===== src/rtl/ufp_pkg.sv =====
// Shared types, character codes and helpers for the form-encoded string parser.
`default_nettype none

package ufp_pkg;

    // Character codes that steer the parser.
    localparam logic [7:0] CH_EQ  = 8'h3D;
    localparam logic [7:0] CH_AMP = 8'h26;
    localparam logic [7:0] CH_PCT = 8'h25;

    // Result kinds.
    localparam logic [1:0] KIND_NAME  = 2'd0;
    localparam logic [1:0] KIND_VALUE = 2'd1;
    localparam logic [1:0] KIND_END   = 2'd2;

    // Configuration register indexes.
    localparam logic CFG_NAME_LIMIT  = 1'b0;
    localparam logic CFG_VALUE_LIMIT = 1'b1;

    localparam int CNT_W = 10;

    localparam logic [CNT_W-1:0] NAME_LIMIT_RST  = 10'd32;
    localparam logic [CNT_W-1:0] VALUE_LIMIT_RST = 10'd128;

    // Escape decoder phase.
    typedef enum logic [1:0] {
        ESC_NONE = 2'd0,
        ESC_PCT  = 2'd1,
        ESC_HEX  = 2'd2
    } t_esc;

    // One input transaction.
    typedef struct packed {
        logic [7:0] in_char;
        logic       in_last;
    } t_in;

    // One output transaction.
    typedef struct packed {
        logic [1:0] out_kind;
        logic [7:0] out_char;
        logic       out_run_end;
    } t_out;

    // Parser state carried from byte to byte.
    typedef struct packed {
        logic             value_part;
        t_esc             esc;
        logic [3:0]       hex_hi;
        logic [CNT_W-1:0] name_count;
        logic [CNT_W-1:0] value_count;
    } t_state;

    // Results caused by one byte: up to two, in order.
    typedef struct packed {
        t_out       first;
        t_out       second;
        logic [1:0] cnt;
    } t_res;

    // Hex digit decode: bit 4 flags a valid digit, bits 3:0 hold its value.
    function automatic logic [4:0] hex_val(input logic [7:0] c);
        logic [4:0] r;
        r = 5'd0;
        if (c >= 8'h30 && c <= 8'h39) begin
            r = {1'b1, c[3:0]};
        end else if ((c >= 8'h41 && c <= 8'h46) || (c >= 8'h61 && c <= 8'h66)) begin
            r = {1'b1, c[3:0] + 4'd9};
        end
        return r;
    endfunction

endpackage

`default_nettype wire


===== src/rtl/urlencoded_form_parser.sv =====
// Top level of the streaming form-encoded string splitter and decoder.
`default_nettype none

// Takes one byte of a form-encoded string per input transaction and emits
// name bytes, percent-decoded value bytes and field-end marks, one result per
// output transaction. A byte is taken every cycle while results are taken as
// fast as they appear; a byte that causes two results (a data byte and the
// field end of the final byte) holds the input side back, since the two-entry
// result buffer must drain before new results enter. Parser state updates in
// the same cycle as the byte is accepted; the first result is visible in the
// cycle after acceptance. The user must write the limits through the
// configuration port only while the parser is idle; this is not enforced.
module urlencoded_form_parser (
    input  wire                        i_clk,
    input  wire                        i_rst_n,
    input  wire                        i_cfg_we,
    input  wire                        i_cfg_idx,
    input  wire [ufp_pkg::CNT_W-1:0]   i_cfg_data,
    input  wire                        i_in_valid,
    output logic                       o_in_ready,
    input  wire ufp_pkg::t_in          i_in_data,
    output logic                       o_out_valid,
    input  wire                        i_out_ready,
    output ufp_pkg::t_out              o_out_data
);

    logic [ufp_pkg::CNT_W-1:0] r_name_limit;
    logic [ufp_pkg::CNT_W-1:0] r_value_limit;
    ufp_pkg::t_state           r_state;
    ufp_pkg::t_state           n_state;
    ufp_pkg::t_res             res;
    logic                      can_push;
    logic                      accept;

    assign o_in_ready = can_push;
    assign accept     = i_in_valid && can_push;

    // Limit registers.
    always_ff @(posedge i_clk) begin
        if (!i_rst_n) begin
            r_name_limit  <= ufp_pkg::NAME_LIMIT_RST;
            r_value_limit <= ufp_pkg::VALUE_LIMIT_RST;
        end else if (i_cfg_we) begin
            if (i_cfg_idx == ufp_pkg::CFG_NAME_LIMIT) begin
                r_name_limit <= i_cfg_data;
            end
            if (i_cfg_idx == ufp_pkg::CFG_VALUE_LIMIT) begin
                r_value_limit <= i_cfg_data;
            end
        end
    end

    // Parser state advances on every accepted transaction.
    always_ff @(posedge i_clk) begin
        if (!i_rst_n) begin
            r_state <= '0;
        end else if (accept) begin
            r_state <= n_state;
        end
    end

    ufp_step u_step (
        .i_in          (i_in_data),
        .i_state       (r_state),
        .i_name_limit  (r_name_limit),
        .i_value_limit (r_value_limit),
        .o_state       (n_state),
        .o_res         (res)
    );

    ufp_out_buf u_out_buf (
        .i_clk      (i_clk),
        .i_rst_n    (i_rst_n),
        .i_push     (accept),
        .i_res      (res),
        .o_can_push (can_push),
        .o_valid    (o_out_valid),
        .o_data     (o_out_data),
        .i_ready    (i_out_ready)
    );

`ifndef ASSERT_OFF
    a_last_clears: assert property (@(posedge i_clk) disable iff (!i_rst_n)
        (accept && i_in_data.in_last) |=> (r_state == '0))
        else $error("state not cleared after the final byte");
    a_esc_in_value: assert property (@(posedge i_clk) disable iff (!i_rst_n)
        (r_state.esc != ufp_pkg::ESC_NONE) |-> r_state.value_part)
        else $error("escape pending outside a value");
    a_amp_closes: assert property (@(posedge i_clk) disable iff (!i_rst_n)
        (accept && i_in_data.in_char == ufp_pkg::CH_AMP) |=>
            (o_out_valid && o_out_data.out_kind == ufp_pkg::KIND_END))
        else $error("ampersand did not produce a field end");
`endif

endmodule

`default_nettype wire


===== src/rtl/ufp_step.sv =====
// Next-state and result logic for one byte of the form-encoded string.
`default_nettype none

module ufp_step (
    input  wire ufp_pkg::t_in              i_in,
    input  wire ufp_pkg::t_state           i_state,
    input  wire [ufp_pkg::CNT_W-1:0]       i_name_limit,
    input  wire [ufp_pkg::CNT_W-1:0]       i_value_limit,
    output ufp_pkg::t_state                o_state,
    output ufp_pkg::t_res                  o_res
);

    logic [7:0]     c;
    logic [4:0]     hv;
    logic           data_vld;
    ufp_pkg::t_out  data;
    logic           fin_vld;
    ufp_pkg::t_state st;
    ufp_pkg::t_out  fin;

    assign c  = i_in.in_char;
    assign hv = ufp_pkg::hex_val(c);

    // Field split, limits and percent decoding.
    always_comb begin
        st       = i_state;
        data_vld = 1'b0;
        data     = '0;
        if (!i_state.value_part) begin
            if (c == ufp_pkg::CH_EQ) begin
                st.value_part = 1'b1;
            end else if (c == ufp_pkg::CH_AMP) begin
                data_vld      = 1'b1;
                data.out_kind = ufp_pkg::KIND_END;
                st            = '0;
            end else if (i_state.name_count < i_name_limit) begin
                st.name_count = i_state.name_count + 1'b1;
                data_vld      = 1'b1;
                data.out_kind = ufp_pkg::KIND_NAME;
                data.out_char = c;
            end
        end else begin
            if (c == ufp_pkg::CH_AMP) begin
                data_vld      = 1'b1;
                data.out_kind = ufp_pkg::KIND_END;
                st            = '0;
            end else if (i_state.value_count < i_value_limit) begin
                st.value_count = i_state.value_count + 1'b1;
                data.out_kind  = ufp_pkg::KIND_VALUE;
                unique case (i_state.esc)
                    ufp_pkg::ESC_NONE: begin
                        if (c == ufp_pkg::CH_PCT) begin
                            st.esc = ufp_pkg::ESC_PCT;
                        end else begin
                            data_vld      = 1'b1;
                            data.out_char = c;
                        end
                    end
                    ufp_pkg::ESC_PCT: begin
                        if (c != ufp_pkg::CH_PCT && hv[4]) begin
                            st.hex_hi = hv[3:0];
                            st.esc    = ufp_pkg::ESC_HEX;
                        end else begin
                            // A doubled percent or a non-hex byte passes as is.
                            data_vld      = 1'b1;
                            data.out_char = c;
                            st.esc        = ufp_pkg::ESC_NONE;
                        end
                    end
                    default: begin
                        data_vld      = 1'b1;
                        data.out_char = hv[4] ? {i_state.hex_hi, hv[3:0]} : c;
                        st.esc        = ufp_pkg::ESC_NONE;
                    end
                endcase
            end
        end

        // The final byte closes a field with a kept name, then clears all.
        fin_vld = 1'b0;
        if (i_in.in_last) begin
            fin_vld = (st.name_count != '0);
            st      = '0;
        end
    end

    assign fin.out_kind    = ufp_pkg::KIND_END;
    assign fin.out_char    = 8'd0;
    assign fin.out_run_end = 1'b1;

    // Order the results; the last one carries the run-end flag.
    always_comb begin
        o_res.second = fin;
        o_res.cnt    = {1'b0, data_vld} + {1'b0, fin_vld};
        if (data_vld) begin
            o_res.first             = data;
            o_res.first.out_run_end = !fin_vld;
        end else begin
            o_res.first = fin;
        end
    end

    assign o_state = st;

endmodule

`default_nettype wire


===== src/rtl/ufp_out_buf.sv =====
// Two-entry result buffer that drains one result per output transaction.
`default_nettype none

module ufp_out_buf (
    input  wire                 i_clk,
    input  wire                 i_rst_n,
    input  wire                 i_push,
    input  wire ufp_pkg::t_res  i_res,
    output logic                o_can_push,
    output logic                o_valid,
    output ufp_pkg::t_out       o_data,
    input  wire                 i_ready
);

    logic [1:0]    r_cnt;
    ufp_pkg::t_out r_slot0;
    ufp_pkg::t_out r_slot1;
    logic          pop;

    assign pop        = (r_cnt != 2'd0) && i_ready;
    // New results may enter only when the buffer drains fully this cycle.
    assign o_can_push = (r_cnt == 2'd0) || ((r_cnt == 2'd1) && i_ready);
    assign o_valid    = (r_cnt != 2'd0);
    assign o_data     = r_slot0;

    // Occupancy.
    always_ff @(posedge i_clk) begin
        if (!i_rst_n) begin
            r_cnt <= 2'd0;
        end else if (i_push) begin
            r_cnt <= i_res.cnt;
        end else if (pop) begin
            r_cnt <= r_cnt - 2'd1;
        end
    end

    // Result slots.
    always_ff @(posedge i_clk) begin
        if (i_push) begin
            r_slot0 <= i_res.first;
            r_slot1 <= i_res.second;
        end else if (pop) begin
            r_slot0 <= r_slot1;
        end
    end

`ifndef ASSERT_OFF
    a_cnt_range: assert property (@(posedge i_clk) disable iff (!i_rst_n)
        r_cnt != 2'd3)
        else $error("result buffer occupancy out of range");
    a_push_empty: assert property (@(posedge i_clk) disable iff (!i_rst_n)
        i_push |-> (r_cnt == 2'd0 || (r_cnt == 2'd1 && i_ready)))
        else $error("results pushed into an occupied buffer");
`endif

endmodule

`default_nettype wire


===== config.mk =====
export PLATFORM = sky130hd
export DESIGN_NAME = urlencoded_form_parser
export DESIGN_NICKNAME = d
export VERILOG_FILES = /design/src/rtl/ufp_pkg.sv /design/src/rtl/urlencoded_form_parser.sv /design/src/rtl/ufp_step.sv /design/src/rtl/ufp_out_buf.sv
export SDC_FILE = /design/constraint.sdc
export NUM_CORES = 1
export LEC_CHECK = 0
export ABC_CLOCK_PERIOD_IN_PS = 8300
export BUFFER_PORTS_ARGS = -buffer_cell sky130_fd_sc_hd__buf_2
export CORE_MARGIN = 3
export CORE_UTILIZATION = 50
export CTS_CLUSTER_DIAMETER = 150
export DETAILED_ROUTE_END_ITERATION = 10
export PLACE_DENSITY = 0.68
export SYNTH_ARGS = -nofsm -noshare
export SYNTH_HDL_FRONTEND = slang
export SYNTH_HIERARCHICAL = 1
export SYNTH_SLANG_ARGS = --single-unit

===== constraint.sdc =====
create_clock -name i_clk -period 8.3 [get_ports i_clk]
set_input_delay 1.245 -clock i_clk [delete_from_list [all_inputs] [get_ports i_clk]]
set_output_delay 1.245 -clock i_clk [all_outputs]
set_load 0.02 [all_outputs]

# After elaboration in Yosys (flattened, before gate mapping)
# Index checks and enable logic that the tools add are counted.
dict set report op_classes {
  magnitude_cmp 8
  n_reduce_logical 24
  addsub 5
  muxes 48
  eq_ne 8
  bitwise 1
}
# op n
set op_table {}
lappend op_table {{2-to-1 mux 10 bit} 8}
lappend op_table {{2-to-1 mux 27 bit} 2}
lappend op_table {{2-to-1 mux 8 bit} 6}
lappend op_table {{2-to-1 mux 11 bit} 3}
lappend op_table {{2-to-1 mux 26 bit} 1}
lappend op_table {{equality test 8 x 6 -> 1 bit (second input constant)} 3}
lappend op_table {{adder 10 x 1 -> 10 bit (second input constant)} 2}
lappend op_table {{< comparator 10 bit} 2}
lappend op_table {{2-to-1 mux 6 bit} 3}
lappend op_table {{>= comparator 8 x 7 -> 1 bit (second input constant)} 2}
lappend op_table {{less-or-equal comparator 8 x 7 -> 1 bit (second input constant)} 2}
lappend op_table {{case mux 8 bit (2 select lines)} 1}
lappend op_table {{2-to-1 mux 2 bit} 6}
lappend op_table {{nonzero test 3 bit} 4}
lappend op_table {{2-to-1 mux 1 bit} 11}
lappend op_table {{2-to-1 mux 5 bit} 2}
lappend op_table {{nonzero test 10 bit} 1}
lappend op_table {{2-to-1 mux 9 bit} 1}
lappend op_table {{>= comparator 8 x 6 -> 1 bit (second input constant)} 1}
lappend op_table {{less-or-equal comparator 8 x 6 -> 1 bit (second input constant)} 1}
lappend op_table {{2-to-1 mux 4 bit} 2}
lappend op_table {{inequality test 8 x 6 -> 1 bit (second input constant)} 1}
lappend op_table {{logical AND 1 bit} 7}
lappend op_table {{AND reduction 6 bit} 1}
lappend op_table {{16 further kinds} 21}
dict set report totals {
  wordCells 105
  in_bits 25
  out_inout_bits 13
  ff_bits 60
}

# Logic depth before layout (Yosys ltp)
dict set report logic_depth {
  depth_word 16
  mapped_depth 13
}

# Hierarchy
# The synthesis kept the hierarchy.
# mod cells_each area_per_inst_um2 instances
set by_module_without_submodules {}
lappend by_module_without_submodules {urlencoded_form_parser 203 1884.3 1}
lappend by_module_without_submodules {ufp_step 281 1860.5 1}
lappend by_module_without_submodules {ufp_out_buf 53 973.4 1}

# Least setup slack after synthesis
# No wires, ideal clock.
dict set report synth_timing {
  kind {input to register}
  from {input i_in_data[2] (netlist bit)}
  to {register u_out_buf.r_slot0, in the netlist u_out_buf/o_data[0], data pin}
  slack_ns 4.541
  t_required_ns 8.040
  arrival_ns 3.499
  setup_time_ns 0.260
  path_buffers 1
  cell_stages 13
  cell_sequence {inv_1 ha_1 nand3_1 nor2_1 a2111oi_4 o21a_1 clkbuf_1 nor4_1 a311o_1 a41oi_1 ha_1 inv_1 mux2_4}
}
# element line_no
set synth_lines {}
lappend synth_lines {{start, declared} urlencoded_form_parser.sv:21} ;# input wire ufp_pkg::t_in i_in_data,
lappend synth_lines {{end signal, assigned} ufp_out_buf.sv:40} ;# r_slot0 <= i_res.first;
lappend synth_lines {{end signal, assigned} ufp_out_buf.sv:43} ;# r_slot0 <= r_slot1;
lappend synth_lines {{end, declared} ufp_out_buf.sv:16} ;# ufp_pkg::t_out r_slot0;

==> flow_summary.toml <==
[routing]
drt-pass1-iter-count = 5
drc_errors = 0
postRouteAntennaNets = 0
drtIter0Drc = 210
drt-total-wl_um = 10200
viasPerCell = 5.91
vias = 3905
wl_per_cell_um = 15.5

[setup_path]
cpPeakStageDelay_ns = 0.43
critPathKind = "input port to flop"
crit_slowest_cell = "a2111oi_4"
critPathCaptureType = "flop"
crit_path_start = "i_in_data[2]"
arrival_ns = 4.11
startpoint_type = "input port"
worst-path-max-fanout = 13
crit_required_ns = 8.40
rr_startpoint = "r_state[18]"
cp_cell_sequence = "buf_2 > inv_1 > ha_1 > nand3_1 > nor2_1 > a2111oi_4 > o21ai_1 > o21ai_0 > o311ai_0 > a41oi_1 > ha_1 > inv_1 > mux2_4"

[final_layout]
drive_above_1_share = 0.170
fillCellCount = 835
regArea_um2 = 1640
insertedDiodeCount = 0
synthToLayoutAreaGrowth_pct = 5.97
multi_input_area_um2 = 2720
nets = 602

[timing]
setup_viol = 0
max_slew_margin = 0.221
min_period_over_period = 0.483
fmax_ghz = 0.249
finalMaxSlewViolations = 0
tightestPinTransition_ns = 1.17
layout_min_cycle_time_ns = 4.01
setup-tns-final_ns = 0
fin_skew_ns = 0.00718
hold_violations = 0
rsz0062_at_grt = "false"

[pwr]
p_total_mw = 0.885
power_density_nw_per_um2 = 177
ir_worst_vdd_mv = 0.0867
power_leakage_nw = 1.87

[clocking]
post_cts_buffers = 0
clk_latency_ns = 0.35
cts_sinks = 71
ctsHoldBuffers = 0
cts_tree = "done"
clk_pin_slew_ns = 0.07
htree_levels = 3
cts_buffers = 9
cts_root_buf = "clkbuf_8"
cts_resized = 0
clockBufferDepth = 2

[hold_path]
min_from = "r_name_limit[4]"
hp-class = "flop to flop"

[synth]
netlist_instances = 537
ys_seq_area_frac = 0.348
yosysMostFrequentCell = "nand2_1"
ys.flop_type = "dfxtp_1"
syn_area_um2 = 4720
synth_edf_count = 22
synth_cell_types = 66
synthTopCellsByArea = "dfxtp_1 21%, edfxtp_1 14%, ha_1 7.7%"
ys_ff_latch = 71
synth_area_leader_cell = "dfxtp_1"
syn_area_per_cell_um2 = 8.79
ys_async_sr_fraction = 0
synth_top_area_share = 0.208
ys.warnings.count = 6
synth_common_cells = "81 x nand2_1, 49 x dfxtp_1, 34 x nand4_1"

[global_route]
grt_busiest_layer = "met2"
antenna_found_initial = 0
grt_use_met1 = 0.296
use_met2 = 0.310
grt_pass1_wl_um = 17300
gr-total-overflow = 0
globalRouteMet3Util = 0.0419
track_usage = 0.204
grt_max_degree = 87
grt_pass1_vias = 3597

[die]
rows = 34
io_pins = 38
die-area_um2 = 10600
die_w_um = 103
core_um2 = 8930
start_util = 0.528
die_y_um = 103

[placement]
place_congestion = 0.912
io_buffers = 37
dpl.hpwl_um = 6900

[job]
cap_violations = 0

[status]
status = "finished clean"
## per-layer routing
layer,wire length (µm),share of wire
met3,518,0.051
met1,4910,0.48
met2,4690,0.46
met4,122,0.012
met5,0,0
## power by group
group	internal, mW	switching [mW]	total (mW)
sequential	0.399	0.0114	0.411
combinational	0.0666	0.135	0.202
clock	0.143	0.129	0.272
## registers in the layout, indices dropped and copies added, names as in the netlist
| signal | count |
|---|---|
| r_name_limit | 10 |
| u_out_buf/o_data | 11 |
| u_out_buf/r_cnt | 2 |
| u_out_buf/r_slot1 | 11 |
| r_value_limit | 10 |
| r_state | 27 |
## critical path, delay by kind of cell
family	cells	cell delay, ns
AOI/OAI and AO/OA	5	1.68
adders and majority gates	2	0.46
buffers and inverters	3	0.30
muxes	1	0.24
and+or+nand+nor	2	0.18
## logic make-up (layout without fill, tap and decap cells)
kind of cell | after synthesis | count (layout) | synth area share
buffers and inverters | 77 | 84 | 0.0830
and+or+nand+nor | 198 | 198 | 0.208
adders and majority gates | 29 | 29 | 0.0769
muxes | 30 | 30 | 0.0729
xor gates and xnor gates | 15 | 15 | 0.0278
AOI/OAI and AO/OA | 115 | 115 | 0.181
DFF | 71 | 71 | 0.348
other | 2 | 11 | 0.00159
## cell type report
type / instances / share of cell area
Clock inverter: 2 / 0.00225
Inverter: 30 / 0.0225
Tap cell: 108 / 0.0270
Multi-Input combinational cell: 398 / 0.545
Clock buffer: 14 / 0.0368
Sequential cell: 71 / 0.328
Timing Repair Buffer: 38 / 0.0385
## through the flow
| stage | cell area (µm²) | instances | hold slack [ns] | setup slack (ns) | utilization |
|---|---|---|---|---|---|
| 6_report | 5000 | 661 | 0.461 | 4.29 | 0.560 |
| 5_1_grt | 5000 | 661 | 0.486 | 4.09 | 0.560 |
| 4_1_cts | 5000 | 661 | 0.465 | 4.10 | 0.560 |
| 3_5_place_dp | 4800 | 645 | 0.450 | 3.71 | 0.538 |
| 3_3_place_gp | 4800 | 645 | 0.446 | 3.99 | 0.538 |
| 2_1_floorplan | 4750 | 546 | 0.435 | 4.54 | - |
## path summary, 6_finish.rpt
kind | cells after the start | slack (ns) | end
max | 13 | 4.29 | u_out_buf/o_data[0]
min | 2 | 0.46 | r_name_limit[4]
max reg2reg | 11 | 4.82 | u_out_buf/o_data[0]
min reg2reg | 2 | 0.46 | r_name_limit[4]
## cell usage in the layout, fill, tap and decap left out, types with 11 or more instances in the layout
master,n
edfxtp_1,22
buf_2,37
inv_1,30
nand3_1,13
nor2_1,25
conb_1,11
nand4_1,34
o21ai_2,21
dfxtp_1,49
nand2_1,81
mux2i_1,19
ha_1,29
o21ai_0,21
a21oi_1,22
clkbuf_8,11
No activity file was read; power rests on OpenSTA's default activity.
